`src/rtl/sars_fifo.sv`:
```
`timescale 1ns / 1ps

module sars_fifo #(
  parameter int unsigned DEPTH = 2,
  parameter type         T     = logic
) (
  input  logic clk_i,
  input  logic rst_ni,
  input  logic valid_i,
  output logic ready_o,
  input  T     data_i,
  output logic valid_o,
  input  logic ready_i,
  output T     data_o
);

  localparam int unsigned PTR_W = (DEPTH > 1) ? $clog2(DEPTH) : 1;
  localparam int unsigned CNT_W = $clog2(DEPTH + 1);

  T                 mem_q [DEPTH];
  logic [PTR_W-1:0] wr_ptr_q, wr_ptr_d;
  logic [PTR_W-1:0] rd_ptr_q, rd_ptr_d;
  logic [CNT_W-1:0] count_q, count_d;
  logic             do_push, do_pop;

  assign ready_o = (count_q != CNT_W'(DEPTH));
  assign valid_o = (count_q != '0);
  assign do_push = valid_i && ready_o;
  assign do_pop  = valid_o && ready_i;
  assign data_o  = mem_q[rd_ptr_q];

  always_comb begin
    wr_ptr_d = wr_ptr_q;
    rd_ptr_d = rd_ptr_q;
    count_d  = count_q;
    if (do_push) begin
      wr_ptr_d = (wr_ptr_q == PTR_W'(DEPTH - 1)) ? '0 : wr_ptr_q + 1'b1;
    end
    if (do_pop) begin
      rd_ptr_d = (rd_ptr_q == PTR_W'(DEPTH - 1)) ? '0 : rd_ptr_q + 1'b1;
    end
    if (do_push && !do_pop) begin
      count_d = count_q + 1'b1;
    end else if (do_pop && !do_push) begin
      count_d = count_q - 1'b1;
    end
  end

  always_ff @(posedge clk_i or negedge rst_ni) begin
    if (!rst_ni) begin
      wr_ptr_q <= '0;
      rd_ptr_q <= '0;
      count_q  <= '0;
    end else begin
      wr_ptr_q <= wr_ptr_d;
      rd_ptr_q <= rd_ptr_d;
      count_q  <= count_d;
    end
  end

  always_ff @(posedge clk_i) begin
    if (do_push) begin
      mem_q[wr_ptr_q] <= data_i;
    end
  end

endmodule

```
`config.mk`:
```
export PLATFORM = sky130hd
export DESIGN_NAME = sars_fifo
export DESIGN_NICKNAME = d
export VERILOG_FILES = /design/src/rtl/sars_fifo.sv
export SDC_FILE = /design/constraint.sdc
export NUM_CORES = 1
export LEC_CHECK = 0
export BUFFER_PORTS_ARGS = -buffer_cell sky130_fd_sc_hd__buf_4
export CAP_MARGIN = 20
export CORE_AREA = 2 2 39 41
export DETAILED_ROUTE_END_ITERATION = 7
export DIE_AREA = 0 0 41 43
export PLACE_DENSITY = 0.46
export SLEW_MARGIN = 20
export SYNTH_ARGS = -nofsm -noshare
export SYNTH_HDL_FRONTEND = slang
export SYNTH_SLANG_ARGS = --single-unit
```
`constraint.sdc`:
```
create_clock -name clk_i -period 2.8 [get_ports clk_i]
set_clock_uncertainty 0.15 [all_clocks]
set_input_delay 0.14 -clock clk_i [delete_from_list [all_inputs] [get_ports clk_i]]
set_output_delay 0.14 -clock clk_i [all_outputs]
set_load 0.01 [all_outputs]
```
==> results of run 1 <==
sequential cells by signal, indices dropped and copies added (netlist names):
signal    flops
mem_q         2
count_q       2
rd_ptr_q      1
wr_ptr_q      1
layout by cell type (no fill, tap or decap):
cell type / Yosys / layout
dfrtp_1: 4 / 4
ha_1: 1 / 1
xnor2_1: 3 / 3
and3_1: 1 / 1
nor2_1: 2 / 2
buf_4: 0 / 7
nand2b_4: 1 / 1
edfxtp_1: 2 / 2
nand2_4: 1 / 1
mux2_2: 1 / 1
nand2_1: 1 / 1
inv_1: 1 / 1
or2_4: 1 / 1
xor2_1: 2 / 2
dlygate4sd3_1: 0 / 2
clkbuf_4: 0 / 3
metrics by stage:
stage / utilization (%) / total power [W]
floorplan: - / 0.000295
global placement: 25.7 / 0.000346
detailed placement: 25.7 / 0.000356
CTS: 28.8 / 0.000441
global route: 28.8 / 0.000472
finish: 28.8 / 0.000431
cell type report:
type                    instances  area (um2)  share of cell area [%]
clock buffers                   3        22.5                    5.66
inverters                       1        3.75                   0.943
multi-input cells              14         119                    29.9
flip-flops and latches          6         160                    40.3
well taps                      16        20.0                    5.03
repair buffers                  9        72.6                    18.2
worst paths after layout:
check / to / depth (start not counted) / startpoint
min: rd_ptr_q / 3 / ready_i
max: count_q[1] / 7 / count_q[0]
max in group asynchronous: count_q[0] / 2 / rst_ni
min reg2reg: rd_ptr_q / 1 / rd_ptr_q
min in group asynchronous: rd_ptr_q / 2 / rst_ni
max reg2reg: count_q[1] / 7 / count_q[0]
routing by layer:
metal / global-route usage (%) / wire [um]
met1: 6.60 / 185
met2: 11.6 / 273
met3: 1.57 / 20
met4: 14.0 / 14
met5: 0 / 0
timing repair:
item	4_1_cts	5_1_grt
hold buffers	2	0
setup buffers	0	0
resized for setup	0	0
hold endpoints to repair	6	0
cell families after synthesis:
| logic type | count (synthesis) | share of synthesized area, % |
|---|---|---|
| flip-flops | 6 | 56.6 |
| adder cells (fa/ha/maj) | 1 | 4.42 |
| XOR/XNOR | 5 | 15.5 |
| multiplexers | 1 | 3.98 |
| buffers and inverters | 1 | 1.33 |
| AND/OR/NAND/NOR | 7 | 18.1 |
worst reg2reg max path: stages (launching register included):
cell	delay, ns
dfrtp_1	0.41
nand2b_4	0.17
nand2_1	0.12
inv_1	0.06
ha_1	0.20
xor2_1	0.14
nor2_1	0.13
xor2_1	0.16
power groups by stage:
stage,Combinational [W],Sequential (W),Clock [W]
floorplan,0.000133,0.000161,0
global placement,0.000180,0.000166,0
detailed placement,0.000187,0.000169,0
CTS,0.000190,0.000167,0.0000836
global route,0.000211,0.000174,0.0000875
finish,0.000186,0.000167,0.0000790
==> key figures, run 1 <==
Place
  • IO Port Bufs: 7
  • Routability Congestion: ~0.6
  • DP Area: 355 um2
  • Placed cell count: 44
  • Post-Place Setup Slack: approximately 1.2 ns
  • HPWL after DPL: 396 um

Cells and area
  • Design area: around 400 um2
  • Nets: 41
  • Area Overhead vs Synth: 40.7%
  • Layout cells sized above 1: between 40% and 50%
  • # diodes: 0
  • Final Non-Filler Cells: 49
  • Fill count: 150

Setup path
  • Delay-heaviest family, CP: simple AND/OR/NAND/NOR gates
  • CP Launch Type: flip-flop
  • Arrival time worst endpoint: roughly 1.6 ns
  • CP Max Fanout: 4
  • Worst path slowest cell: dfrtp_1
  • Most used cell, CP: xor2_1
  • Largest stage delay, worst path: between 0.4 and 0.5 ns
  • Worst path required time: roughly 2.8 ns
  • WS Path Type: reg2reg
  • CP bufs+invs: 1
  • CP Capture Type: flip-flop
  • Crit-path cells: nand2b_4 > nand2_1 > inv_1 > ha_1 > xor2_1 > nor2_1 > xor2_1
  • Worst reg-to-reg setup slack: ~1.2 ns

Yosys
  • Mean Syn Cell Area: approximately 13 um2
  • Dominant cell type by area after synthesis: dfrtp_1
  • FFs w/ async S/R, synth: between 60% and 70%
  • Yosys top cell area share: 35.4%
  • Yosys Warn Count: 0
  • Synth top area cells: dfrtp_1, edfxtp_1, xnor2_1, xor2_1, nand2b_4
  • Library cells used by synthesis: 13
  • Synthesized area: 283 um2
  • Top-count cell post-synth: dfrtp_1
  • Sequential area share after synthesis: between 50% and 60%
  • Synth Net Count: 27
  • Synth Register Bits: 6
  • Mapped Cells: 21
  • Synth cell count leaders: dfrtp_1, xnor2_1, edfxtp_1, nor2_1, xor2_1
  • Post-synth EDFFs: 2
  • Synth Flop Type: dfrtp_1

Detailed routing
  • Final wirelength: ~500 um
  • Avg WL per Cell: about 10 um
  • Total number of vias: roughly 190
  • Residual DRC count: 0
  • Vias per inst: between 3 and 4
  • Post-route ant nets: 0
  • DRT Pass-1 Iters: 2
  • First-iteration detailed-routing DRC count: 4

STA
  • Fin crit share: between 50% and 60%
  • Max-slew headroom: between 80 and 90%
  • Worst hold slack: ~0.012 ns
  • Final setup TNS: 0 ns
  • Slew of the pin with the lowest slew margin: 0.182 ns
  • RSZ-0062 raised after global routing: no
  • Min Tclk post-route: roughly 1.6 ns
  • Peak Freq: between 600 and 700 MHz
  • Final setup viols: 0
  • Final Hold Viols: 0
  • Number of max-slew violations in the final report: 0
  • Worst setup margin: 1.19 ns

Power
  • PwrDens: between 1000 and 1500 mW/mm2
  • Maximum vdd drop: roughly 290 uV
  • Internal: 0.000289 W
  • Sequential Power Share: between 30 and 40%
  • Switching Fraction: about a third
  • Combinational share of power: a little over two fifths
  • Clk pwr share: 18.3%
  • Net Sw Power: between 0.0001 and 0.00015 W
  • LEAKAGE: between 0.15 and 0.2 nW

Floorplan
  • Core area: roughly 0.0014 mm2
  • Die span in y: approximately 43 um
  • Starting Density: around a fifth
  • Top-Level Pins: 8
  • Row count: 14
  • Die width: a little over 40 um
  • Total Die Area: approximately 0.0018 mm2

GRT
  • GRT Total Usage: about 8.2%
  • First-pass GRT wire length: roughly 810 um
  • Antenna violations before repair: 0
  • Largest net degree at the start of global routing: 5
  • Grt total ovfl: 0
  • Vias in the first global route: a little under 200

Clock tree
  • Worst-Skew Late Latency: ~0.24 ns
  • CTS tree: done
  • CTS H-tree depth: 1
  • Clock Pin Slew Worst Setup and Hold Paths: ~0.050 ns
  • Clock sinks: 6
  • CTS Buf Count: 3
  • Clock Tree Root: clkbuf_4
  • Bufs on Longest Clock Path: 2

Flow run
  • Max Cap Viol: 0

Min path
  • Hold WC Path Type: in2reg

Run status
  • Status: finished, final reports clean
Note: power is estimated with default switching activity, not from simulation.
==> run 2, diff against run 1 <==
- ABC_AREA: default -> 1
- PLACE_DENSITY: 0.46 -> 0.49
- clock period: 2.8 -> 1.6 ns (I/O delays scaled with it)
==> run 2 against run 1 <==
  * Critical endpoint unchanged
  * Critical path depth is 2 higher
  * Largest cell class unchanged
  * Critical path type unchanged
  * Setup slack worse by 1.0 ns
  * Routed wire length is 1.4% lower
  * Cell area is 18% higher
  * Sequential power is 65% higher
  * Total power is 89% higher
==> key figures, run 2 <==
Detailed routing
  • DRT Pass-1 Iters: 1 (-1)
  • Avg WL per Cell: 7.51 um (-26%)
  • Vias per inst: 3.80 (-0.96%)
  • Total number of vias: 247 (+31%)
  • First-iteration detailed-routing DRC count: 0 (-4)
  • Final wirelength: 488 um (-1.4%)
  • Post-route ant nets: 0 (unchanged)
  • Residual DRC count: 0 (unchanged)

Floorplan
  • Total Die Area: 0.00176 mm2 (unchanged)
  • Die span in y: 43 um (unchanged)
  • Core area: 0.00138 mm2 (unchanged)
  • Starting Density: 22.9% (+2.4 points)
  • Top-Level Pins: 8 (unchanged)
  • Die width: 41 um (unchanged)
  • Row count: 14 (unchanged)

Yosys
  • Synth Area in Compound Gates: 0% (unchanged)
  • Library cells used by synthesis: 13 (unchanged)
  • Synth Area in XOR/XNOR: 7.91% (-7.6 points)
  • Synth Area in Simple Gates: 29.2% (+11 points)
  • Yosys Warn Count: 0 (unchanged)
  • Sequential area share after synthesis: 50.6% (-6.0 points)
  • Synthesized area: 317 um2 (+12%)
  • Mapped Cells: 34 (+62%)
  • Synth Flop Type: dfrtp_1
  • Dominant cell type by area after synthesis: dfrtp_1
  • Post-synth EDFFs: 2 (unchanged)
  • Synth top area cells: dfrtp_1, edfxtp_1, nand2_1, nand2_4, inv_1
  • Mean Syn Cell Area: 9.31 um2 (-31%)
  • Multiplexer area fraction after synthesis: 0% (-4.0 points)
  • FFs w/ async S/R, synth: 66.7% (unchanged)
  • Synth Register Bits: 6 (unchanged)
  • Synth cell count leaders: nand2_1, inv_1, dfrtp_1
  • Largest family of logic cells by synthesized area: simple AND/OR/NAND/NOR gates
  • Top-count cell post-synth: nand2_1
  • Synth Area in Adders: 3.95% (-0.47 points)
  • Synth Net Count: 40 (+48%)
  • Yosys top cell area share: 31.6% (-3.8 points)

Cells and area
  • Nets: 56 (+37%)
  • Area Overhead vs Synth: 47.8%
  • Most common cell after layout, fill and taps aside: nand2_1
  • Fill count: 152 (+1.3%)
  • Commonest non-fill, non-tap cells in the layout: nand2_1, buf_4, inv_1, dfrtp_1, dlygate4sd3_1
  • Layout cells sized above 1: 36.7% (-5.7 points)
  • # diodes: 0 (unchanged)
  • Largest registers: count_q: 2 flops, mem_q: 2 flops

Setup path
  • Crit-path cells: inv_2 > nand2_4 > nand2_4 > inv_1 > ha_4 > inv_1 > nand3_1 > nand2_1 > nand2_1
  • Worst Setup EP: count_q[1]
  • Reg2reg path depth: 9 (+2)
  • CP Max Fanout: 4 (unchanged)
  • WS Path Type: reg2reg
  • CP bufs+invs: 3 (+2)
  • Crit Reg-Reg Endpoint: count_q[1]
  • CP Launch Type: flip-flop
  • Critical Path Source: count_q[0]
  • Arrival time worst endpoint: 1.42 ns (-0.20 ns)
  • Worst path slowest cell: dfrtp_1
  • Largest stage delay, worst path: 0.40 ns (about the same)
  • CP Capture Type: flip-flop
  • Worst path required time: 1.57 ns (-1.24 ns)
  • Worst reg-to-reg setup slack: 0.16 ns (-1.04 ns)
  • Crit path depth: 9 (+2)
  • R2r startpoint: count_q[0]
  • Delay-heaviest family, CP: flip-flops

STA
  • Min Tclk post-route: 1.44 ns (-0.161 ns)
  • Final setup TNS: 0 ns (unchanged)
  • RSZ-0062 raised after global routing: no
  • Peak Freq: 692 MHz (+11%)
  • Max-slew headroom: 89.1% (+1.2 points)
  • Fin crit share: 90.3% (+33 points)
  • Final Hold Viols: 0 (unchanged)
  • Final setup viols: 0 (unchanged)
  • Number of max-slew violations in the final report: 0 (unchanged)
  • Slew of the pin with the lowest slew margin: 0.164 ns (-0.0177 ns)

GRT
  • Vias in the first global route: 254 (+31%)
  • Largest net degree at the start of global routing: 5 (unchanged)
  • Antenna violations before repair: 0 (unchanged)
  • First-pass GRT wire length: 876 um (+8.6%)
  • GRT Total Usage: 7.80% (-0.40 points)
  • Grt total ovfl: 0 (unchanged)

Clock tree
  • Clock Pin Slew Worst Setup and Hold Paths: 0.05 ns (about the same)
  • Worst-Skew Late Latency: 0.23 ns (about the same)
  • Clock Tree Root: clkbuf_4
  • Bufs on Longest Clock Path: 2 (unchanged)
  • CTS tree: done
  • Setup Fix Bufs, Post-CTS: 0 (unchanged)
  • Clock sinks: 6 (unchanged)
  • CTS H-tree depth: 1 (unchanged)
  • CTS Buf Count: 3 (unchanged)

Place
  • IO Port Bufs: 7 (unchanged)
  • Routability Congestion: 0.601 (+2.3%)
  • HPWL after DPL: 396 um (unchanged)

Power
  • Design Power: 0.000815 W (+89%)
  • PwrDens: 1740 mW/mm2 (+61%)
  • Maximum vdd drop: 583 uV (+100%)
  • LEAKAGE: 0.234 nW (+26%)

Min path
  • Hold WC Path Type: in2async

Flow run
  • Max Cap Viol: 0 (unchanged)

Run status
  • Status: finished, final reports clean
==> run 2: what timing repair did <==
action,4_1_cts,5_1_grt
endpoints found under the hold margin,8,0
setup endpoints to repair,0,1
resized for setup,0,1
hold buffers,4,0
==> run 2: final cells by class <==
type	instances	area, um2	area share [%]
Inverter	7	26.3	5.61
Tap cell	16	20.0	4.28
Sequential cell	6	160	34.2
Timing Repair Buffer	11	92.6	19.8
Multi-Input combinational cell	21	143	30.5
Clock buffer	4	26.3	5.61
==> run 2: cell families (layout without fill, tap and decap cells) <==
logic type / after synthesis / in the layout
simple gates: 18 / 18
buf+inv: 7 / 22
flops: 6 / 6
xor+xnor: 2 / 2
fa+ha+maj: 1 / 1
==> run 2: worst min path at each step <==
stage | from | to | slack [ns] | cells after the start
floorplan | rst_ni | count_q[0] | -0.37 | 0
global route | rst_ni | rd_ptr_q | 0.03 | 2
global placement | rst_ni | count_q[1] | -0.27 | 1
CTS | rst_ni | rd_ptr_q | 0.006 | 2
detailed placement | rst_ni | count_q[1] | -0.27 | 1
finish | rst_ni | rd_ptr_q | 0.02 | 2
==> run 2: worst register-to-register path, cell delays in order (launching register included) <==
cell     delay, ns
dfrtp_1       0.40
inv_2         0.10
nand2_4       0.06
nand2_4       0.08
inv_1         0.07
ha_4          0.24
inv_1         0.06
nand3_1       0.07
nand2_1       0.05
nand2_1       0.05
==> run 2: through the flow <==
stage / setup slack (ns) / hold WS, ns / util, % / cell area (um2) / cells
after global placement: 0.0818 / -0.271 / 28.1 / 389 / 57
final: 0.155 / 0.0197 / 33.8 / 468 / 65
after CTS: 0.0794 / 0.00597 / 32.9 / 455 / 65
after detailed placement: 0.0855 / -0.269 / 28.1 / 389 / 57
after floorplan: 0.136 / -0.366 / - / 317 / 34
after global routing: 0.0314 / 0.0303 / 33.8 / 468 / 65
==> run 2: routing by layer <==
| layer | share of wire (%) | GRT usage, % | vias to the layer above | wire (um) |
|---|---|---|---|---|
| met4 | 0 | 8.00 | 0 | 0 |
| li1 | - | - | 132 | - |
| met5 | 0 | 0 | - | 0 |
| met2 | 53 | 10.0 | 4 | 257 |
| met3 | 4.3 | 1.57 | 0 | 21 |
| met1 | 43 | 9.93 | 111 | 209 |
==> run 2: power breakdown <==
part           switching, W  internal (W)  total [W]  leakage (nW)
Combinational      0.000209      0.000184   0.000393         0.153
Sequential        0.0000476      0.000228   0.000276        0.0661
Clock             0.0000524     0.0000943   0.000147        0.0150
